==> src/hw/rtl/bthp_pkg.sv <==
// Package for the BTHome v2 object stream parser: object ids, parse state,
// the result word layout and the value size lookup.
// No dependencies.
`timescale 1ns / 1ps
`default_nettype none

package bthp_pkg;

	// Object ids walked by the parser
	localparam logic [7:0] ID_PACKET   = 8'h00;
	localparam logic [7:0] ID_BATTERY  = 8'h01;
	localparam logic [7:0] ID_TEMP     = 8'h02;
	localparam logic [7:0] ID_HUMIDITY = 8'h03;
	localparam logic [7:0] ID_PRESSURE = 8'h04;
	localparam logic [7:0] ID_ILLUM    = 8'h05;
	localparam logic [7:0] ID_VOLTAGE  = 8'h0C;

	// Header: version field and the one value accepted
	localparam logic [2:0] HDR_VERSION = 3'd2;

	localparam int DATA_W = 8;
	localparam int RES_W  = 64;

	// Parse phase, one-hot
	typedef enum logic [3:0] {
		PH_HEADER = 4'b0001,
		PH_ID     = 4'b0010,
		PH_VALUE  = 4'b0100,
		PH_STOP   = 4'b1000
	} phase_t;

	// Per-packet parse state
	typedef struct packed {
		phase_t      phase;
		logic [7:0]  object_id;
		logic [1:0]  bytes_left;
		logic [7:0]  first_value_byte;
		logic        header_good;
		logic        battery_seen;
		logic [7:0]  battery_value;
		logic        temp_seen;
		logic [15:0] temp_value;
		logic        humidity_seen;
		logic [15:0] humidity_value;
		logic        voltage_seen;
		logic [15:0] voltage_value;
	} parse_st_t;

	localparam parse_st_t ST_RESET = '{
		phase:            PH_HEADER,
		object_id:        8'h00,
		bytes_left:       2'd0,
		first_value_byte: 8'h00,
		header_good:      1'b0,
		battery_seen:     1'b0,
		battery_value:    8'h00,
		temp_seen:        1'b0,
		temp_value:       16'h0000,
		humidity_seen:    1'b0,
		humidity_value:   16'h0000,
		voltage_seen:     1'b0,
		voltage_value:    16'h0000
	};

	// Result word, last field in the lowest bits
	typedef struct packed {
		logic [2:0]         pad;
		logic [15:0]        voltage_milli_v;
		logic               volt_valid;
		logic [15:0]        humidity_centi_pct;
		logic               hum_valid;
		logic signed [15:0] temp_centi_c;
		logic               temp_valid;
		logic [7:0]         bat_level;
		logic               bat_valid;
		logic               ok;
	} result_t;

	// Number of value bytes after an id; zero for an id we do not know
	function automatic logic [1:0] value_size(input logic [7:0] id);
		logic [1:0] sz;
		unique case (id) inside
			ID_PACKET, ID_BATTERY:            sz = 2'd1;
			ID_TEMP, ID_HUMIDITY, ID_VOLTAGE: sz = 2'd2;
			ID_PRESSURE, ID_ILLUM:            sz = 2'd3;
			default:                          sz = 2'd0;
		endcase
		return sz;
	endfunction

endpackage

`default_nettype wire

==> src/hw/rtl/bthome_object_stream_parser.sv <==
// BTHome v2 object stream parser: top level with the per-byte parse logic
// and a two-entry result buffer. Depends on bthp_pkg.
//
// Usage:
//   Input stream (s_*): one payload byte per word, s_tlast on the final byte
//   of a packet. The first word of every packet is the header.
//   Output stream (m_*): one word per packet, sent after the word carrying
//   s_tlast. It holds ok, present flags and the raw battery, temperature,
//   humidity and voltage values; values without a decoded object are zero.
//   Throughput: one input word per cycle while s_tready is high. Each byte
//   updates the parse state in the cycle it is accepted.
//   Output: the result is registered in the output register as the last byte
//   is accepted, or in the skid entry while an earlier result still waits.
//   Stall: results wait in an output register plus one skid entry. s_tready
//   drops only while the skid entry is full, i.e. two results are pending.
//   Reset: arst_n low clears the parse state (next byte is a header) and
//   empties the result buffer.
`timescale 1ns / 1ps
`default_nettype none

module bthome_object_stream_parser (
	input  wire logic                      clk,
	input  wire logic                      arst_n,
	// s_tdata: [7:0] data_byte
	input  wire logic [bthp_pkg::DATA_W-1:0] s_tdata,
	input  wire logic                      s_tlast,
	input  wire logic                      s_tvalid,
	output logic                           s_tready,
	// m_tdata: [0] ok, [1] bat_valid, [9:2] bat_level,
	// [10] temp_valid, [26:11] temp_centi_c, [27] hum_valid,
	// [43:28] humidity_centi_pct, [44] volt_valid,
	// [60:45] voltage_milli_v, [63:61] zero
	output logic [bthp_pkg::RES_W-1:0]     m_tdata,
	output logic                           m_tvalid,
	input  wire logic                      m_tready
);
	import bthp_pkg::*;

	parse_st_t st_q;
	parse_st_t st_nxt;
	result_t   res;
	result_t   out_q;
	result_t   skid_q;
	logic      out_valid_q;
	logic      skid_valid_q;
	logic      acc;
	logic      emit;
	logic      take;
	logic [1:0] sz;
	logic [7:0] b;
	logic [15:0] le;
	logic       g;

	assign b    = s_tdata[7:0];
	assign acc  = s_tvalid && s_tready;
	assign emit = acc && s_tlast;
	assign take = out_valid_q && m_tready;
	assign le   = {b, st_q.first_value_byte};
	assign sz   = value_size(b);

	// Next parse state for the incoming byte
	always_comb begin
		st_nxt = st_q;
		unique case (st_q.phase)
			PH_HEADER: begin
				st_nxt.header_good = !b[0] && (b[7:5] == HDR_VERSION);
				st_nxt.phase = st_nxt.header_good ? PH_ID : PH_STOP;
			end
			PH_ID: begin
				if (sz == 2'd0) begin
					st_nxt.phase = PH_STOP;
				end else begin
					st_nxt.object_id  = b;
					st_nxt.bytes_left = sz;
					st_nxt.phase      = PH_VALUE;
				end
			end
			PH_VALUE: begin
				if (st_q.bytes_left <= 2'd1) begin
					// final value byte: commit the object
					unique case (st_q.object_id)
						ID_BATTERY: begin
							st_nxt.battery_seen  = 1'b1;
							st_nxt.battery_value = b;
						end
						ID_TEMP: begin
							st_nxt.temp_seen  = 1'b1;
							st_nxt.temp_value = le;
						end
						ID_HUMIDITY: begin
							st_nxt.humidity_seen  = 1'b1;
							st_nxt.humidity_value = le;
						end
						ID_VOLTAGE: begin
							st_nxt.voltage_seen  = 1'b1;
							st_nxt.voltage_value = le;
						end
						default: begin
						end
					endcase
					st_nxt.bytes_left = 2'd0;
					st_nxt.phase      = PH_ID;
				end else begin
					if (st_q.bytes_left == 2'd2) begin
						st_nxt.first_value_byte = b;
					end
					st_nxt.bytes_left = st_q.bytes_left - 2'd1;
				end
			end
			PH_STOP: begin
			end
			default: begin
				st_nxt.phase = PH_STOP;
			end
		endcase
	end

	// Result word from the updated state; values masked by ok and present
	always_comb begin
		g = st_nxt.header_good;
		res = '0;
		res.ok                 = g;
		res.bat_valid          = g && st_nxt.battery_seen;
		res.bat_level          = res.bat_valid ? st_nxt.battery_value : 8'h00;
		res.temp_valid         = g && st_nxt.temp_seen;
		res.temp_centi_c       = res.temp_valid ? st_nxt.temp_value : 16'h0000;
		res.hum_valid          = g && st_nxt.humidity_seen;
		res.humidity_centi_pct = res.hum_valid ? st_nxt.humidity_value : 16'h0000;
		res.volt_valid         = g && st_nxt.voltage_seen;
		res.voltage_milli_v    = res.volt_valid ? st_nxt.voltage_value : 16'h0000;
	end

	// Parse state register; back to reset after the last byte
	always_ff @(posedge clk or negedge arst_n) begin
		if (!arst_n) begin
			st_q <= ST_RESET;
		end else if (acc) begin
			st_q <= s_tlast ? ST_RESET : st_nxt;
		end
	end

	// Result buffer control
	always_ff @(posedge clk or negedge arst_n) begin
		if (!arst_n) begin
			out_valid_q  <= 1'b0;
			skid_valid_q <= 1'b0;
		end else begin
			out_valid_q  <= out_valid_q ? (!take || skid_valid_q || emit) : emit;
			skid_valid_q <= skid_valid_q ? !take : (emit && out_valid_q && !take);
		end
	end

	// Result buffer payload
	always_ff @(posedge clk) begin
		if (emit && (!out_valid_q || take)) begin
			out_q <= res;
		end else if (take && skid_valid_q) begin
			out_q <= skid_q;
		end
		if (emit && out_valid_q && !take) begin
			skid_q <= res;
		end
	end

	assign s_tready = !skid_valid_q;
	assign m_tvalid = out_valid_q;
	assign m_tdata  = out_q;

`ifndef NO_ASSERTIONS
	// skid entry only fills behind a full output register
	a_skid_order: assert property (@(posedge clk) disable iff (!arst_n)
		skid_valid_q |-> out_valid_q)
		else $error("skid entry valid with empty output register");

	// a packet end always returns the parser to the header phase
	a_emit_reset: assert property (@(posedge clk) disable iff (!arst_n)
		emit |=> st_q.phase == PH_HEADER)
		else $error("parser not at header after last byte");

	// object walk only runs behind a good header
	a_walk_good: assert property (@(posedge clk) disable iff (!arst_n)
		(st_q.phase == PH_ID || st_q.phase == PH_VALUE) |-> st_q.header_good)
		else $error("object walk with bad header");

	// value phase always has bytes still to take
	a_value_left: assert property (@(posedge clk) disable iff (!arst_n)
		st_q.phase == PH_VALUE |-> st_q.bytes_left != 2'd0)
		else $error("value phase with no bytes left");

	// a failed header gives an all-zero result
	a_bad_zero: assert property (@(posedge clk) disable iff (!arst_n)
		(out_valid_q && !out_q.ok) |-> out_q == '0)
		else $error("nonzero result with bad header");
`endif

endmodule

`default_nettype wire

==> config.mk <==
export PLATFORM = sky130hd
export DESIGN_NAME = bthome_object_stream_parser
export DESIGN_NICKNAME = d
export VERILOG_FILES = /design/src/hw/rtl/bthp_pkg.sv /design/src/hw/rtl/bthome_object_stream_parser.sv
export SDC_FILE = /design/constraint.sdc
export NUM_CORES = 1
export LEC_CHECK = 0
export ABC_CLOCK_PERIOD_IN_PS = 10700
export BUFFER_PORTS_ARGS = -buffer_cell sky130_fd_sc_hd__buf_4
export CORE_UTILIZATION = 45
export CTS_CLUSTER_DIAMETER = 100
export DETAILED_ROUTE_END_ITERATION = 16
export PLACE_DENSITY = 0.6
export SYNTH_ARGS = -nofsm -noshare
export SYNTH_HDL_FRONTEND = slang
export SYNTH_SLANG_ARGS = --single-unit
==> constraint.sdc <==
create_clock -name clk -period 10.7 [get_ports clk]
set_input_delay 1.605 -clock clk [delete_from_list [all_inputs] [get_ports clk]]
set_output_delay 1.605 -clock clk [all_outputs]
set_load 0.01 [all_outputs]
==> flow_summary.toml <==
[sta]
fin_crit_ns = 3.51
maxSlewViolCount = 0
setup_viol = 0
max_freq_mhz = 285
maxSlewHeadroom_pct = 20.4
final-hold-violation-count = 0
whs_ns = 0.507
max_slew.worst_pin.slew_ns = 1.18
fin_skew_ns = 0.0155
finalSetupTns_ns = 0
period_share_pct = 32.8
rsz0062_at_grt = "no"
setup_slack_ns = 7.19

[synth]
synth_area_leaders = "edfxtp_1 (39%), dfrtp_1 (22%), a22oi_1 (4.3%), nand2_1 (3.7%), mux2i_1 (3.5%)"
syn_inst = 799
ys_types = 59
yosys_warnings = 0
yosys.area.top_type = "edfxtp_1"
synth_edf_count = 122
synth_top_flop_cell = "edfxtp_1"
synth_top_area_share_pct = 38.9
synth.yosys.seq_area_share_pct = 61.4
synth-seq-cells = 207
synthArstFlopShare_pct = 41.1
synth_area_per_cell_sq_um = 11.8
netlist_area_sq_mm = 0.00943

[setup_path]
required_ns = 10.83
crit_path_max_fanout = 69
critPathArrivalTime_ns = 3.64
startpoint_type = "input port"
criticalPathCategory = "in -> reg"
end_kind = "flop"

[die]
die_w_um = 147
die_h_um = 147
die_area_sq_mm = 0.0215
io_pins = 79
placementRows = 52
start_util_pct = 46.3
core_sq_mm = 0.0204

[clock_network]
cts_hold_buf = 0
cts_inserted_buffers = 23
post_cts_buffers = 0
cts_resized = 0
cts.clk_slew.worst_paths_ns = 0.06
htree_num_levels = 1
cts_buffer_depth = 3
cts_sinks = 207
insertion_delay_ns = 0.51
cts_tree = "yes"
cts_root_buffer = "clkbuf_16"

[finish]
final_common_cell = "edfxtp_1"
num_antenna_cells = 0
layout_common_cells = "edfxtp_1 (122), nand2_1 (93), buf_4 (84), dfrtp_1 (84), nor2_1 (79)"
area_growth_pct = 15.2
final_layout_size_suffix_gt1_share_pct = 18.3
fin_nets = 865

[global_routing]
grt_pass1_vias = 6499
grt_pass1_wl_mm = 37.3
grt_start_max_net_pins = 76
antenna_found_initial = 0
gr-usage-all-layers_pct = 22.2
grt_overflow = 0

[drt]
vias = 6560
drt_iter0_drc = 666
vias_per_cell = 5.76
drc = 0
ant_nets = 0
dr.pass1.iters = 5
drt-wirelength-per-cell_um = 20.3
routed_wl_mm = 23.1

[placement]
dp_hpwl_mm = 15.0
finalWeightedCongestion = 0.829
portBuffers = 75
place_ws_ns = 6.66

[power]
power_density_mw_per_mm2 = 196
p_leak_nw = 3.96
fin_total_pwr_mw = 2.13
vdd_drop_max_v = 0.0000949

[outcome]
status = "finished, final reports clean"

[flow_run]
drv_cap = 0

[min_path]
hold_class = "reg -> reg"
-- area by class of cell --
class	instances	area, sq um
clock buffer	28	614
sequential	207	5790
multi-input combinational	524	3340
fill	1742	9510
inverter	12	45.0
tap	270	338
timing repair buffer	84	631
clock inverter	13	98.8
-- final timing paths --
check	startpoint	to	slack, ns	cells past startpoint
setup / recovery	s_tlast	m_tdata[43]$_DFFE_PP_	7.19	4
hold / removal	st_q[75]$_DFFE_PN0P_	st_q[75]$_DFFE_PN0P_	0.51	1
setup reg to reg	st_q[80]$_DFFE_PN0P_	m_tdata[14]$_DFFE_PP_	7.33	4
hold reg to reg	st_q[75]$_DFFE_PN0P_	st_q[75]$_DFFE_PN0P_	0.51	1
max in group asynchronous	arst_n	st_q[34]$_DFFE_PN0P_	8.57	2
min in group asynchronous	arst_n	st_q[77]$_DFFE_PN0P_	0.92	1
-- routing by layer --
| layer | vias up | global-route usage, % | part of all wire, % |
|---|---|---|---|
| met1 | 3305 | 31.5 | 44 |
| li1 | 3054 | - | - |
| met2 | 175 | 36.0 | 49 |
| met3 | 26 | 2.80 | 4.8 |
| met4 | 0 | 6.04 | 1.8 |
| met5 | - | 0 | 0 |
-- synth_stat cells, drive strengths merged (3+ instances only) --
master and number:
edfxtp 122, o21ai 104, nand2 93, dfrtp 84, nor2 80, a22oi 64, clkbuf 40, mux2i 33
buf 18, nor2b 17, a22o 16, inv 12, nand2b 12, a221o 10, and2 10, nor3b 10
nor4 9, a32oi 8, a21oi 7, nor3 6, a31oi 3, nand3b 3, nand4 3, nor4b 3
or3 3, or3b 3
-- sequential cells by signal, summed over array words and instances, names as in the netlist --
| name | count |
|---|---|
| skid_q | 61 |
| le | 8 |
| skid_valid_q | 1 |
| st_q | 75 |
| m_tdata | 61 |
| m_tvalid | 1 |
-- critical path: stages --
cell and delay (ns):
buf_4 0.55, nand3b_1 0.49, a21boi_4 0.24, buf_4 0.68
-- kinds of logic (layout without fill, tap and decap cells) --
logic type             Yosys count  count (layout)  synth area share (%)
buffers and inverters           70             137                  3.62
other                            1               3                0.0398
AO/OA/AOI/OAI                  226             226                  16.7
AND/OR/NAND/NOR                261             261                  14.6
multiplexers                    33              33                  3.50
flip-flops                     207             207                  61.4
XOR/XNOR                         1               1                0.0929
-- report_power, final --
| part | switching [mW] | total (mW) | internal, mW |
|---|---|---|---|
| sequential | 0.0752 | 1.05 | 0.971 |
| clock | 0.314 | 0.747 | 0.433 |
| combinational | 0.209 | 0.340 | 0.131 |
-- through the flow --
step,util (%),area (sq um),instances
global placement,49.8,10100,1097
global route,53.3,10900,1138
CTS,53.3,10900,1138
finish,53.3,10900,1138
detailed placement,49.8,10100,1097
floorplan,-,9440,801
Power figures use the tool's default switching activity.
